## config.mk

```make
export PLATFORM = sky130hd
export DESIGN_NAME = dual_pwm_pulse_capture
export DESIGN_NICKNAME = d
export VERILOG_FILES = /design/src/hdl/dpc_pkg.sv /design/src/hdl/dpc_chan.sv /design/src/hdl/dpc_angle.sv /design/src/hdl/dual_pwm_pulse_capture.sv
export SDC_FILE = /design/constraint.sdc
export NUM_CORES = 1
export LEC_CHECK = 0
export BUFFER_PORTS_ARGS = -buffer_cell sky130_fd_sc_hd__buf_2
export CAP_MARGIN = 0
export CORE_MARGIN = 2
export CORE_UTILIZATION = 55
export CTS_CLUSTER_SIZE = 10
export DETAILED_ROUTE_END_ITERATION = 7
export PLACE_DENSITY = 0.8
export SLEW_MARGIN = 20
export SYNTH_ARGS = -nofsm -noshare
export SYNTH_HDL_FRONTEND = slang
export SYNTH_HIERARCHICAL = 1
export SYNTH_SLANG_ARGS = --single-unit
```

## constraint.sdc

```tcl
create_clock -name i_clk -period 10.3 [get_ports i_clk]
set_clock_uncertainty 0.05 [all_clocks]
set_input_delay 1.03 -clock i_clk [delete_from_list [all_inputs] [get_ports i_clk]]
set_output_delay 1.03 -clock i_clk [all_outputs]
set_load 0.1 [all_outputs]
```

## src/hdl/dpc_pkg.sv

```systemverilog
// ----------------------------------------------------------------------------
// Dual PWM pulse capture package
// Payload and configuration types, register indexes and constants shared by
// the channel tracker, the angle converter and the top level.
// ----------------------------------------------------------------------------
package dpc_pkg;

    localparam int NUM_CH     = 2;
    localparam int TIME_W     = 32;
    localparam int PERIOD_W   = 16;
    localparam int WIDTH_W    = 12;
    localparam int DEG_W      = 8;
    localparam int CFG_IDX_W  = 2;
    localparam int CFG_DATA_W = 16;

    // Configuration register indexes
    typedef enum logic [CFG_IDX_W-1:0] {
        CFG_PERIOD_MIN = 2'd0,
        CFG_PERIOD_MAX = 2'd1,
        CFG_WIDTH_MIN  = 2'd2,
        CFG_WIDTH_MAX  = 2'd3
    } t_cfg_idx;

    localparam logic [PERIOD_W-1:0] PERIOD_MIN_RST = 16'd10000;
    localparam logic [PERIOD_W-1:0] PERIOD_MAX_RST = 16'd26000;
    localparam logic [WIDTH_W-1:0]  WIDTH_MIN_RST  = 12'd800;
    localparam logic [WIDTH_W-1:0]  WIDTH_MAX_RST  = 12'd2200;

    // Angle mapping: (clamp(w, LO, HI) - LO) * SPAN / (HI - LO) - OFFSET
    localparam logic [WIDTH_W-1:0] ANG_LO_US      = 12'd1000;
    localparam logic [WIDTH_W-1:0] ANG_HI_US      = 12'd2000;
    localparam int                 ANG_SPAN_DEG   = 180;
    localparam logic [DEG_W-1:0]   ANG_OFFSET_DEG = 8'd90;
    localparam int                 ANG_RANGE      = 1000;
    localparam int                 ANG_D_W        = 10;
    localparam int                 ANG_SHIFT      = 20;
    // Rounded-up reciprocal: error stays below 1/50 of a degree over the range
    localparam int                 ANG_RECIP      =
        (ANG_SPAN_DEG * (1 << ANG_SHIFT) + ANG_RANGE - 1) / ANG_RANGE;
    localparam int                 ANG_RECIP_W    = 18;
    localparam int                 ANG_PROD_W     = ANG_D_W + ANG_RECIP_W;

    typedef struct packed {
        logic [PERIOD_W-1:0] period_min;
        logic [PERIOD_W-1:0] period_max;
        logic [WIDTH_W-1:0]  width_min;
        logic [WIDTH_W-1:0]  width_max;
    } t_cfg;

    typedef struct packed {
        logic [NUM_CH-1:0] pin_levels;
        logic [TIME_W-1:0] time_us;
    } t_in;

    typedef struct packed {
        logic signed [DEG_W-1:0] pitch_deg;
        logic signed [DEG_W-1:0] roll_deg;
        logic [WIDTH_W-1:0]      pitch_width;
        logic [WIDTH_W-1:0]      roll_width;
    } t_out;

endpackage

```

## src/hdl/dpc_chan.sv

```systemverilog
// ----------------------------------------------------------------------------
// Channel edge tracker
// Holds edge timestamps, the armed flag and the last good width of one PWM
// channel; commits the update for one sample when enabled.
// ----------------------------------------------------------------------------
module dpc_chan (
    input  logic                         i_clk,
    input  logic                         i_rst_n,
    input  logic                         i_en,
    input  logic                         i_level,
    input  logic                         i_last_level,
    input  logic [dpc_pkg::TIME_W-1:0]   i_time,
    input  dpc_pkg::t_cfg                i_cfg,
    output logic [dpc_pkg::WIDTH_W-1:0]  o_width
);

    logic [dpc_pkg::TIME_W-1:0]  r_rise;
    logic [dpc_pkg::TIME_W-1:0]  n_rise;
    logic [dpc_pkg::TIME_W-1:0]  r_fall;
    logic [dpc_pkg::TIME_W-1:0]  n_fall;
    logic                        r_armed;
    logic                        n_armed;
    logic [dpc_pkg::WIDTH_W-1:0] r_good;
    logic [dpc_pkg::WIDTH_W-1:0] n_good;
    logic [dpc_pkg::TIME_W-1:0]  low_time;
    logic [dpc_pkg::TIME_W-1:0]  high_time;
    logic                        period_ok;
    logic                        width_ok;

    // Modulo 2^32 differences
    assign low_time  = i_time - r_fall;
    assign high_time = i_time - r_rise;

    assign period_ok = (low_time >= dpc_pkg::TIME_W'(i_cfg.period_min)) &&
                       (low_time <= dpc_pkg::TIME_W'(i_cfg.period_max));
    assign width_ok  = (high_time >= dpc_pkg::TIME_W'(i_cfg.width_min)) &&
                       (high_time <= dpc_pkg::TIME_W'(i_cfg.width_max));

    always_comb begin
        n_rise  = r_rise;
        n_fall  = r_fall;
        n_armed = r_armed;
        n_good  = r_good;
        if (i_level != i_last_level) begin
            if (i_level) begin
                n_rise  = i_time;
                n_armed = period_ok;
            end else begin
                n_fall = i_time;
                // out-of-window falling edge leaves armed alone
                if (width_ok && r_armed) begin
                    n_good  = high_time[dpc_pkg::WIDTH_W-1:0];
                    n_armed = 1'b0;
                end
            end
        end
    end

    always_ff @(posedge i_clk) begin
        if (!i_rst_n) begin
            r_rise  <= '0;
            r_fall  <= '0;
            r_armed <= 1'b0;
            r_good  <= '0;
        end else if (i_en) begin
            r_rise  <= n_rise;
            r_fall  <= n_fall;
            r_armed <= n_armed;
            r_good  <= n_good;
        end
    end

    assign o_width = r_good;

endmodule

```

## src/hdl/dpc_angle.sv

```systemverilog
// ----------------------------------------------------------------------------
// Width to angle converter
// Clamps a pulse width to the stick range and scales it to degrees with a
// reciprocal multiply; a zero width gives zero degrees.
// ----------------------------------------------------------------------------
module dpc_angle (
    input  logic [dpc_pkg::WIDTH_W-1:0]      i_width,
    output logic signed [dpc_pkg::DEG_W-1:0] o_deg
);

    logic [dpc_pkg::WIDTH_W-1:0]    clamped;
    logic [dpc_pkg::WIDTH_W-1:0]    offset;
    logic [dpc_pkg::ANG_PROD_W-1:0] prod;
    logic [dpc_pkg::DEG_W-1:0]      quot;

    always_comb begin
        priority if (i_width < dpc_pkg::ANG_LO_US) begin
            clamped = dpc_pkg::ANG_LO_US;
        end else if (i_width > dpc_pkg::ANG_HI_US) begin
            clamped = dpc_pkg::ANG_HI_US;
        end else begin
            clamped = i_width;
        end
    end

    assign offset = clamped - dpc_pkg::ANG_LO_US;
    assign prod   = dpc_pkg::ANG_PROD_W'(offset[dpc_pkg::ANG_D_W-1:0]) *
                    dpc_pkg::ANG_PROD_W'(dpc_pkg::ANG_RECIP);
    // truncate: take the integer part of the scaled product
    assign quot   = prod[dpc_pkg::ANG_PROD_W-1 -: dpc_pkg::DEG_W];

    assign o_deg  = (i_width == '0) ? '0 : signed'(quot - dpc_pkg::ANG_OFFSET_DEG);

endmodule

```

## src/hdl/dual_pwm_pulse_capture.sv

```systemverilog
// Registered path from input transaction to result: input, state, output register.
// Throughput: one transaction per cycle when not stalled by i_ready; one result per
// input transaction. The channel state commit, at most once per cycle, sets the rate.
// Reset (synchronous, active low) clears all channel state and pipeline valids,
// and loads the window registers with their default values.
// ----------------------------------------------------------------------------
// Dual PWM pulse capture
// Tracks pitch and roll RC PWM pins, validates period and pulse width and
// reports the last good widths together with their angles.
// ----------------------------------------------------------------------------
module dual_pwm_pulse_capture (
    input  logic                              i_clk,
    input  logic                              i_rst_n,
    input  logic                              i_valid,
    output logic                              o_ready,
    input  dpc_pkg::t_in                      i_data,
    output logic                              o_valid,
    input  logic                              i_ready,
    output dpc_pkg::t_out                     o_data,
    input  logic                              i_cfg_we,
    input  logic [dpc_pkg::CFG_IDX_W-1:0]     i_cfg_idx,
    input  logic [dpc_pkg::CFG_DATA_W-1:0]    i_cfg_data
);

    dpc_pkg::t_cfg                       r_cfg;
    dpc_pkg::t_in                        r_in;
    logic                                r_in_vld;
    logic                                r_mid_vld;
    logic [dpc_pkg::NUM_CH-1:0]          r_last;
    dpc_pkg::t_out                       r_out;
    logic                                r_out_vld;
    logic                                out_adv;
    logic                                mid_adv;
    logic                                in_adv;
    logic                                commit;
    logic [dpc_pkg::WIDTH_W-1:0]         width [dpc_pkg::NUM_CH];
    logic signed [dpc_pkg::DEG_W-1:0]    deg   [dpc_pkg::NUM_CH];

    // Configuration registers
    always_ff @(posedge i_clk) begin
        if (!i_rst_n) begin
            r_cfg.period_min <= dpc_pkg::PERIOD_MIN_RST;
            r_cfg.period_max <= dpc_pkg::PERIOD_MAX_RST;
            r_cfg.width_min  <= dpc_pkg::WIDTH_MIN_RST;
            r_cfg.width_max  <= dpc_pkg::WIDTH_MAX_RST;
        end else if (i_cfg_we) begin
            unique case (dpc_pkg::t_cfg_idx'(i_cfg_idx))
                dpc_pkg::CFG_PERIOD_MIN: r_cfg.period_min <= i_cfg_data;
                dpc_pkg::CFG_PERIOD_MAX: r_cfg.period_max <= i_cfg_data;
                dpc_pkg::CFG_WIDTH_MIN:  r_cfg.width_min  <=
                                             i_cfg_data[dpc_pkg::WIDTH_W-1:0];
                dpc_pkg::CFG_WIDTH_MAX:  r_cfg.width_max  <=
                                             i_cfg_data[dpc_pkg::WIDTH_W-1:0];
                default: ;
            endcase
        end
    end

    // Pipeline advance: each stage moves when the one after it is free
    assign out_adv = !r_out_vld || i_ready;
    assign mid_adv = !r_mid_vld || out_adv;
    assign in_adv  = !r_in_vld  || mid_adv;
    assign commit  = r_in_vld && mid_adv;
    assign o_ready = in_adv;

    always_ff @(posedge i_clk) begin
        if (in_adv) begin
            r_in <= i_data;
        end
    end

    always_ff @(posedge i_clk) begin
        if (!i_rst_n) begin
            r_in_vld  <= 1'b0;
            r_mid_vld <= 1'b0;
            r_out_vld <= 1'b0;
            r_last    <= '0;
        end else begin
            if (in_adv) begin
                r_in_vld <= i_valid;
            end
            if (mid_adv) begin
                r_mid_vld <= r_in_vld;
            end
            if (out_adv) begin
                r_out_vld <= r_mid_vld;
            end
            if (commit) begin
                r_last <= r_in.pin_levels;
            end
        end
    end

    // Channel state doubles as the middle stage: it holds until the next commit
    for (genvar ch = 0; ch < dpc_pkg::NUM_CH; ch++) begin : g_ch
        dpc_chan u_chan (
            .i_clk        (i_clk),
            .i_rst_n      (i_rst_n),
            .i_en         (commit),
            .i_level      (r_in.pin_levels[ch]),
            .i_last_level (r_last[ch]),
            .i_time       (r_in.time_us),
            .i_cfg        (r_cfg),
            .o_width      (width[ch])
        );

        dpc_angle u_angle (
            .i_width (width[ch]),
            .o_deg   (deg[ch])
        );
    end

    always_ff @(posedge i_clk) begin
        if (out_adv) begin
            r_out.pitch_deg   <= deg[0];
            r_out.roll_deg    <= deg[1];
            r_out.pitch_width <= width[0];
            r_out.roll_width  <= width[1];
        end
    end

    assign o_valid = r_out_vld;
    assign o_data  = r_out;

`ifndef SYNTH
    a_reset_clears_out: assert property (@(posedge i_clk)
        !i_rst_n |=> !o_valid)
        else $error("result valid after reset");

    a_commit_fills_mid: assert property (@(posedge i_clk) disable iff (!i_rst_n)
        commit |=> r_mid_vld)
        else $error("state commit without a pending result");

    a_stall_holds_mid: assert property (@(posedge i_clk) disable iff (!i_rst_n)
        (r_mid_vld && !mid_adv) |=> (r_mid_vld && $stable(width[0]) && $stable(width[1])))
        else $error("stalled widths changed");

    a_zero_width_angle: assert property (@(posedge i_clk) disable iff (!i_rst_n)
        (o_valid && (o_data.pitch_width == '0)) |-> (o_data.pitch_deg == '0))
        else $error("non-zero pitch angle without a stored width");
`endif

endmodule
```

# After elaboration in Yosys (flattened, before gate mapping)
# Cells that the tools add are included.
# word_totals
ff_bits	289
in_bits	57
out_inout_bits	42
word_cells	89
# classes
add_sub_neg	8
n_mul	2
n_lt_le_gt_ge	12
eq_ne	5
n_mux	8
n_bitwise	2
n_reduce_logical	30
# op_table
op	n
$sub A32 B32 Y32	4
$ge A32 B12 Y1	2
$ge A32 B16 Y1	2
$le A32 B12 Y1	2
$le A32 B16 Y1	2
$mul A10 B15 Y25 const B	2
$mux W10	4
$gt A12 B11 Y1 const B	2
$logic_not A12 Y1	2
$lt A12 B10 Y1 const B	2
$sub A10 B10 Y10 const B	2
$reduce_and A3 Y1	6
$sub A8 B7 Y8 const B	2
$reduce_and A2 Y1	4
$reduce_and A4 Y1	2
$logic_and A1 B1 Y1	7
$eq A2 B2 Y1 const B	2
$mux W1	4
$reduce_bool A2 Y1	2
$logic_not A1 Y1	3
$logic_or A1 B1 Y1	3
$eq A2 B1 Y1 const B	1
$logic_not A2 Y1	1
$ne A1 B1 Y1	2
$not A1 Y1	2

# Depth between registers and ports, before layout
# Gate-level depths: netlist (run 1).
# logic_depth
depth_word	6
ltp_mapped	36

# Cells and area by module
# Netlist (run 1), hierarchy kept.
# by_module_without_submodules
module	n_inst	cells_per_inst	area_each_um2
dpc_chan	2	1199	8688.3
dual_pwm_pulse_capture	1	344	4510.6
dpc_angle (g_ch[1].u_angle)	1	335	2802.7
dpc_angle (g_ch[0].u_angle)	1	315	2635.0

# Worst setup path after synthesis (run 1)
# Ideal clock, no wire load.
# synth_timing
path_kind	register to register
start	register g_ch[1].u_chan.r_good (netlist bit g_ch[1].u_chan/o_width[7])
end	register r_out (netlist bit o_data[31]) (data pin)
setup_time_ns	0.262
arrival_ns	7.817
required_time_ns	9.988
setup_slack_ns	2.170
path_stages_with_launch	34
synth_period_minus_slack_ns	8.130
path_cell_list	dfxtp_1 nand4_2 a311o_1 and2_2 clkbuf_1 a21oi_1 ha_1 a21oi_1 mux2i_1 o22ai_1 inv_1 ha_1 inv_1 fa_1 fa_1 inv_1 fa_1 ha_1 and3_1 a221oi_1 nor3b_1 and3_1 o21bai_1 and2_1 inv_1 ha_1 nand2b_1 nor3_1 a211o_1 a211o_1 a211o_1 a31o_1 a22oi_1 mux2_1
# synth_between
elab_chain_cells	6
elab_cells_between_ends	8
# synth_lines
element	line_no	text
start, declared	dpc_chan.sv:23	logic [dpc_pkg::WIDTH_W-1:0] r_good;
start signal, assigned	dpc_chan.sv:69	r_good <= n_good;
$gt A12 B11 Y1	dpc_angle.sv:19	end else if (i_width > dpc_pkg::ANG_HI_US) begin
$mux W10	dpc_angle.sv:19	
$mux W10	dpc_angle.sv:17	priority if (i_width < dpc_pkg::ANG_LO_US) begin
$sub A10 B10 Y10	dpc_angle.sv:26	assign offset = clamped - dpc_pkg::ANG_LO_US;
$mul A10 B15 Y25	dpc_angle.sv:27	assign prod = dpc_pkg::ANG_PROD_W'(offset[dpc_pkg::ANG_D_W-1:0]) *
$sub A8 B7 Y8	dpc_angle.sv:32	assign o_deg = (i_width == '0) ? '0 : signed'(quot - dpc_pkg::ANG_OFFSET_DEG);
end, declared	dual_pwm_pulse_capture.sv:30	dpc_pkg::t_out r_out;
# Parallel ways exist; a longest one is shown, timed or not.
# A chain may end at the register's enable or synchronous reset.

# Worst setup path after layout (run 1)
# Same ends and word-level chain as after synthesis.

==> results.ini, run 1 <==
[cts]
htree_levels=2
cts_tree=built
cts-root-buf=clkbuf_16
cts_setup_buffers=0
clockBufferDepth=3
postCtsHoldBufs=0
clock-sinks=289
clk_pin_slew_ns=0.06
cts_buffers=38
cts_resized=0
clk_latency_ns=0.55

[placed_design]
port_buffers=98
gp_congestion=0.975
dpl_cell_area_sq_mm=0.0282
dp_hpwl_mm=55.6
dp_cells=4046

[timing]
tns_ns=0
hold_viol=0
post-route-min-period_ns=8.88
rsz0062_at_grt=no
setup_viol=0
final_max_slew_viol_count=0
worstMarginPinSlew_ns=0.937
max_freq_mhz=113
period_share_pct=86.3
relSlewSlack_pct=37.5

[power_and_ir_drop]
switching_share_pct=31.1
clkPwrFrac_pct=39.4
p_leak_nw=12.9
p_comb_share_pct=21.9
totalPowerFinal_mw=3.19
vdd_drop_max_v=0.000118
p_sw_mw=0.993
p_int_mw=2.20
power_per_cell_area_mw_per_mm2=109
seq_power_share_pct=38.7

[setup_path]
cp_top_family=compound AO/OA/AOI/OAI gates
crit_arrival_ns=9.13
worst-r2r-cell-count=32
crit_required_ns=10.54
crit_path_end_kind=flop
worstSetupStartpointType=flop
critical_path_class=flop to flop
reg2reg_slack_ns=1.42
cp_num_buf_inv=4
worstReg2RegStart=g_ch[1].u_chan/o_width[7]
r2r-end=o_data[31]
slowest_stage=fa_1
critical-path-max-stage-delay_ns=0.55
cp_max_fo=9

[routing]
routed_wl_mm=71.7
drtAntennaViolNets=0
via_per_inst=5.82
routedWlPerCell_um=17.4
drt_iter0_markers=1943
dr.pass1.iters=6
drcViolationCount=0
via_count=23927

[die]
initial_utilization_pct=55.8
dieArea_sq_mm=0.0515
row_count=81
design.core.area_sq_mm=0.0490
io_pins=99
die_w_um=227
die_h_um=227

[synth]
synth_area_per_cell_sq_um=8.06
yosys.area.top_type_share_pct=18.2
synthFlopType=dfxtp_1
yosysTopAreaCell=ha_1
seq_area_frac_synth_pct=23.9
async_flop_share_pct=0
post_synth_num_cell_types=100
synth_edf_count=74
synthTopCellsByArea=ha_1 (18%), dfxtp_1 (16%), edfxtp_1 (8.1%)
ys_ff_latch=289
syn-num-nets=3897
netlist_instances=3392
synthesis.yosys.warnings=6
syn-cell-area_sq_mm=0.0273

[layout]
areaGrowthSynthToFinish_pct=7.50
fin_cells=4112
drive_gt1_share_pct=6.88
nets=3927
fin_area_sq_mm=0.0294

[flow_run]
max_cap_violations=0

[grt]
grt_use_met2_pct=46.5
track_usage_pct=27.8
met3_usage_pct=3.43
grt_pass1_wl_mm=115
grt_pass1_vias=22224
antenna_found_initial=1
gr-total-overflow=0
grt_max_degree=107
grt.busiest_layer=met2
grt_use_met1_pct=36.5

[status]
status=finished, final reports clean

[hold_path]
whs_path_depth=2
hold_path_end=g_ch[1].u_chan/r_rise[16]
hold_path.class=flop to flop
min_from=g_ch[1].u_chan/r_rise[16]

## cell usage in the layout, fill, tap and decap left out, types with 72 or more instances in the layout
cell	n
nor2_1	135
dfxtp_1	215
nand2_1	580
a21oi_1	189
nand3_1	78
edfxtp_1	74
ha_1	398
inv_1	403
o21ai_0	100
buf_2	97
a21boi_0	166
xnor2_1	72
## logic make-up after synthesis
family                   Yosys count  synth area share (%)
buffers and inverters            525                  7.59
flip-flops                       289                  23.9
multiplexers                      52                  1.95
AO/OA/AOI/OAI                    854                  22.0
adder cells (fa/ha/maj)          448                  21.9
AND/OR/NAND/NOR                 1116                  19.3
XOR/XNOR                         108                  3.46
## metrics by stage
step	setup slack (ns)	hold WS, ns	util [%]
after global routing	0.909	0.432	60.0
after floorplan	2.17	0.388	-
final	1.42	0.412	60.0
after detailed placement	1.43	0.406	57.6
after global placement	1.67	0.399	57.6
after CTS	1.46	0.414	60.0
## power by group through the flow
stage	clock [mW]	combinational (mW)	sequential, mW
detailed placement	0	0.680	1.26
floorplan	0	0.495	1.26
global route	1.32	0.774	1.24
global placement	0	0.667	1.26
finish	1.26	0.699	1.24
CTS	1.28	0.686	1.24
## Yosys cell counts (all sizes together), types with 25 or more instances
cell / count
xnor2: 72
nor3: 42
xor2: 36
nor4: 28
a21boi: 172
ha: 398
o21a: 56
mux2i: 46
o211ai: 25
o21bai: 29
nor2: 135
edfxtp: 74
nand3: 79
inv: 403
fa: 50
a21oi: 195
nand2: 580
a211oi: 42
nand4: 51
a21o: 66
o21ai: 110
nor2b: 27
clkbuf: 98
and3: 29
dfxtp: 215
## final cells by class
type | instances | area, sq um
antenna | 1 | 2.50
tap | 664 | 831
inverter | 403 | 1510
sequential | 289 | 6530
clock inverter | 6 | 45.0
multi-input combinational | 2578 | 18700
fill | 4386 | 19600
timing repair buffer | 112 | 602
clock buffer | 59 | 1110
## registers in the layout (all words and copies together), names as in the netlist
signal and cells:
r_cfg 56, o_valid 1, r_in 34, r_last 2, o_data 40, r_in_vld 1, g_ch.u_chan/r_armed 2, g_ch.u_chan/r_rise 64
g_ch.u_chan/r_fall 64, r_mid_vld 1, g_ch.u_chan/o_width 24
## how the worst max path moves through the flow
stage	startpoint	to	slack, ns	cells past startpoint
after floorplan	g_ch[1].u_chan/o_width[7]	o_data[31]	2.17	33
after global placement	g_ch[1].u_chan/o_width[7]	o_data[31]	1.67	32
after detailed placement	g_ch[1].u_chan/o_width[7]	o_data[31]	1.43	32
after CTS	g_ch[1].u_chan/o_width[7]	o_data[31]	1.46	32
after global routing	g_ch[1].u_chan/o_width[7]	o_data[31]	0.91	32
final	g_ch[1].u_chan/o_width[7]	o_data[31]	1.42	32
## worst register-to-register path, delay by kind of cell (launching register included)
| family | cells | cell delay, ns |
|---|---|---|
| muxes | 2 | 0.51 |
| buffers and inverters | 4 | 0.36 |
| AOI/OAI and AO/OA | 11 | 3.12 |
| and+or+nand+nor | 8 | 1.49 |
| DFF | 1 | 0.47 |
| adders and majority gates | 7 | 2.61 |
## per-layer routing
layer / wire (um) / vias to the layer above
met5: 0 / -
met4: 2740 / 0
met3: 3950 / 140
met2: 32900 / 712
met1: 32100 / 11101
li1: - / 11974
Note: power is estimated with default switching activity, not from simulation.
==> run 2: changes to the inputs <==
--- a/config.mk
+++ b/config.mk
@@ -9,6 +9,7 @@
 export CAP_MARGIN = 0
 export CORE_MARGIN = 2
 export CORE_UTILIZATION = 55
+export CTS_BUF_LIST = sky130_fd_sc_hd__clkbuf_8
 export CTS_CLUSTER_SIZE = 10
 export DETAILED_ROUTE_END_ITERATION = 7
 export PLACE_DENSITY = 0.8
==> results.ini, run 2 (synthesized netlist as in run 1, its figures left out) <==
[setup_path]
worstSetupStartpointType=flop
crit_arrival_ns=9.14
cp_max_fo=9
crit_required_ns=10.61
critical_path_class=flop to flop
critical-path-max-stage-delay_ns=0.55
slowest_stage=fa_1
crit_path_end_kind=flop

[routing]
routedWlPerCell_um=17.2
via_per_inst=5.80
drtAntennaViolNets=0
via_count=24031
drt_iter0_markers=1887
wl_met1_mm=31.5
met3_length_mm=4.37
top_layer=met5
met2_wirelength_mm=32.6
drcViolationCount=0
dr.pass1.iters=5
routed_wl_mm=71.3

[grt]
grt_pass1_vias=22341
gr-total-overflow=0
grt_pass1_wl_mm=115
grt_max_degree=107
track_usage_pct=27.7
antenna_found_initial=3

[timing]
hold_viol=0
post-route-min-period_ns=8.83
tns_ns=0
max_freq_mhz=113
period_share_pct=85.7
relSlewSlack_pct=37.5
final_max_slew_viol_count=0
setup_viol=0
worstMarginPinSlew_ns=0.938
rsz0062_at_grt=no

[cts]
cts_resized=0
clockBufferDepth=3
clk_latency_ns=0.66
htree_levels=2
cts_tree=built
clk_pin_slew_ns=0.06
cts-root-buf=clkbuf_8
postCtsHoldBufs=0
clock-sinks=289
cts_buffers=52
cts_setup_buffers=0

[power_and_ir_drop]
vdd_drop_max_v=0.000107
p_leak_nw=12.9
p_sw_mw=0.997
totalPowerFinal_mw=3.09
switching_share_pct=32.3
seq_power_share_pct=40.1
clkPwrFrac_pct=37.3
p_comb_share_pct=22.6
power_per_cell_area_mw_per_mm2=105
p_int_mw=2.09

[flow_run]
max_cap_violations=0

[die]
design.core.area_sq_mm=0.0490
io_pins=99
row_count=81
die_w_um=227
die_h_um=227
initial_utilization_pct=55.8
dieArea_sq_mm=0.0515

[layout]
areaGrowthSynthToFinish_pct=7.23
mostFrequentLayoutCells=nand2_1 (580), inv_1 (419), ha_1 (398)
seq_area_sq_mm=0.00653
multi_input_area_sq_mm=0.0187
n_fill_cell=4417
drive_gt1_share_pct=7.56
nets=3941
layout_commonest_cell=nand2_1
largest_registers=g_ch.u_chan/r_fall: 64 flops, g_ch.u_chan/r_rise: 64 flops, r_cfg: 56 flops
fin_area_sq_mm=0.0293

[placed_design]
port_buffers=98
dpl_cell_area_sq_mm=0.0282
dp_hpwl_mm=55.6
gp_congestion=0.975

[hold_path]
hold_path.class=flop to flop

[status]
status=finished, final reports clean

==> run 2: cell types whose count changed in the layout (fill, tap and decap cells not counted), moves of 2 or more <==
cell	change
clkbuf_8	+54
clkbuf_16	-41
clkinv_1	+4
inv_1	+16
clkinv_2	+5
clkinvlp_4	+2
bufinv_16	+5
clkbuf_1	-16
==> run 2: worst max-delay path, delay by kind of cell, from the launching register on <==
kind            cells  cell delay [ns]
flops               1             0.47
buf+inv             4             0.37
fa+ha+maj           7             2.61
compound gates     11             3.07
simple gates        8             1.50
mux                 2             0.51
==> run 2: stage by stage <==
stage                     cells  hold WS (ns)  setup slack [ns]  util (%)
after floorplan            3392         0.388              2.17         -
after global placement     4046         0.399              1.67      57.6
after detailed placement   4046         0.406              1.43      57.6
after CTS                  4141         0.415              1.46      59.8
after global routing       4142         0.433             0.886      59.8
final                      4143         0.412              1.47      59.9
==> run 2: power by group through the flow <==
stage,clock network (mW),registers (mW),logic [mW]
2_1_floorplan,0,1.26,0.495
3_3_place_gp,0,1.26,0.667
3_5_place_dp,0,1.26,0.680
4_1_cts,1.18,1.24,0.686
5_1_grt,1.22,1.24,0.774
6_report,1.15,1.24,0.699
==> run 2: layout make-up <==
type                            count  area share (%)
Clock inverter                     39            1.06
Sequential cell                   289            22.3
Inverter                          403            5.16
Tap cell                          664            2.84
Antenna cell                        2          0.0171
Multi-Input combinational cell   2578            64.0
Timing Repair Buffer              112            2.05
Clock buffer                       56            2.63
==> run 2: worst paths after layout <==
kind,startpoint,endpoint,slack [ns],cells after the start
hold reg to reg,g_ch[1].u_chan/r_rise[11],g_ch[1].u_chan/r_rise[11],0.41,2
setup reg to reg,g_ch[1].u_chan/o_width[7],o_data[31],1.47,32
hold / removal,g_ch[1].u_chan/r_rise[11],g_ch[1].u_chan/r_rise[11],0.41,2
setup / recovery,g_ch[1].u_chan/o_width[7],o_data[31],1.47,32
==> run 2: metal layers <==
metal	up-vias	global-route usage, %
met4	2	10.7
li1	12023	-
met2	696	46.2
met5	-	0
met3	152	4.08
met1	11158	36.1
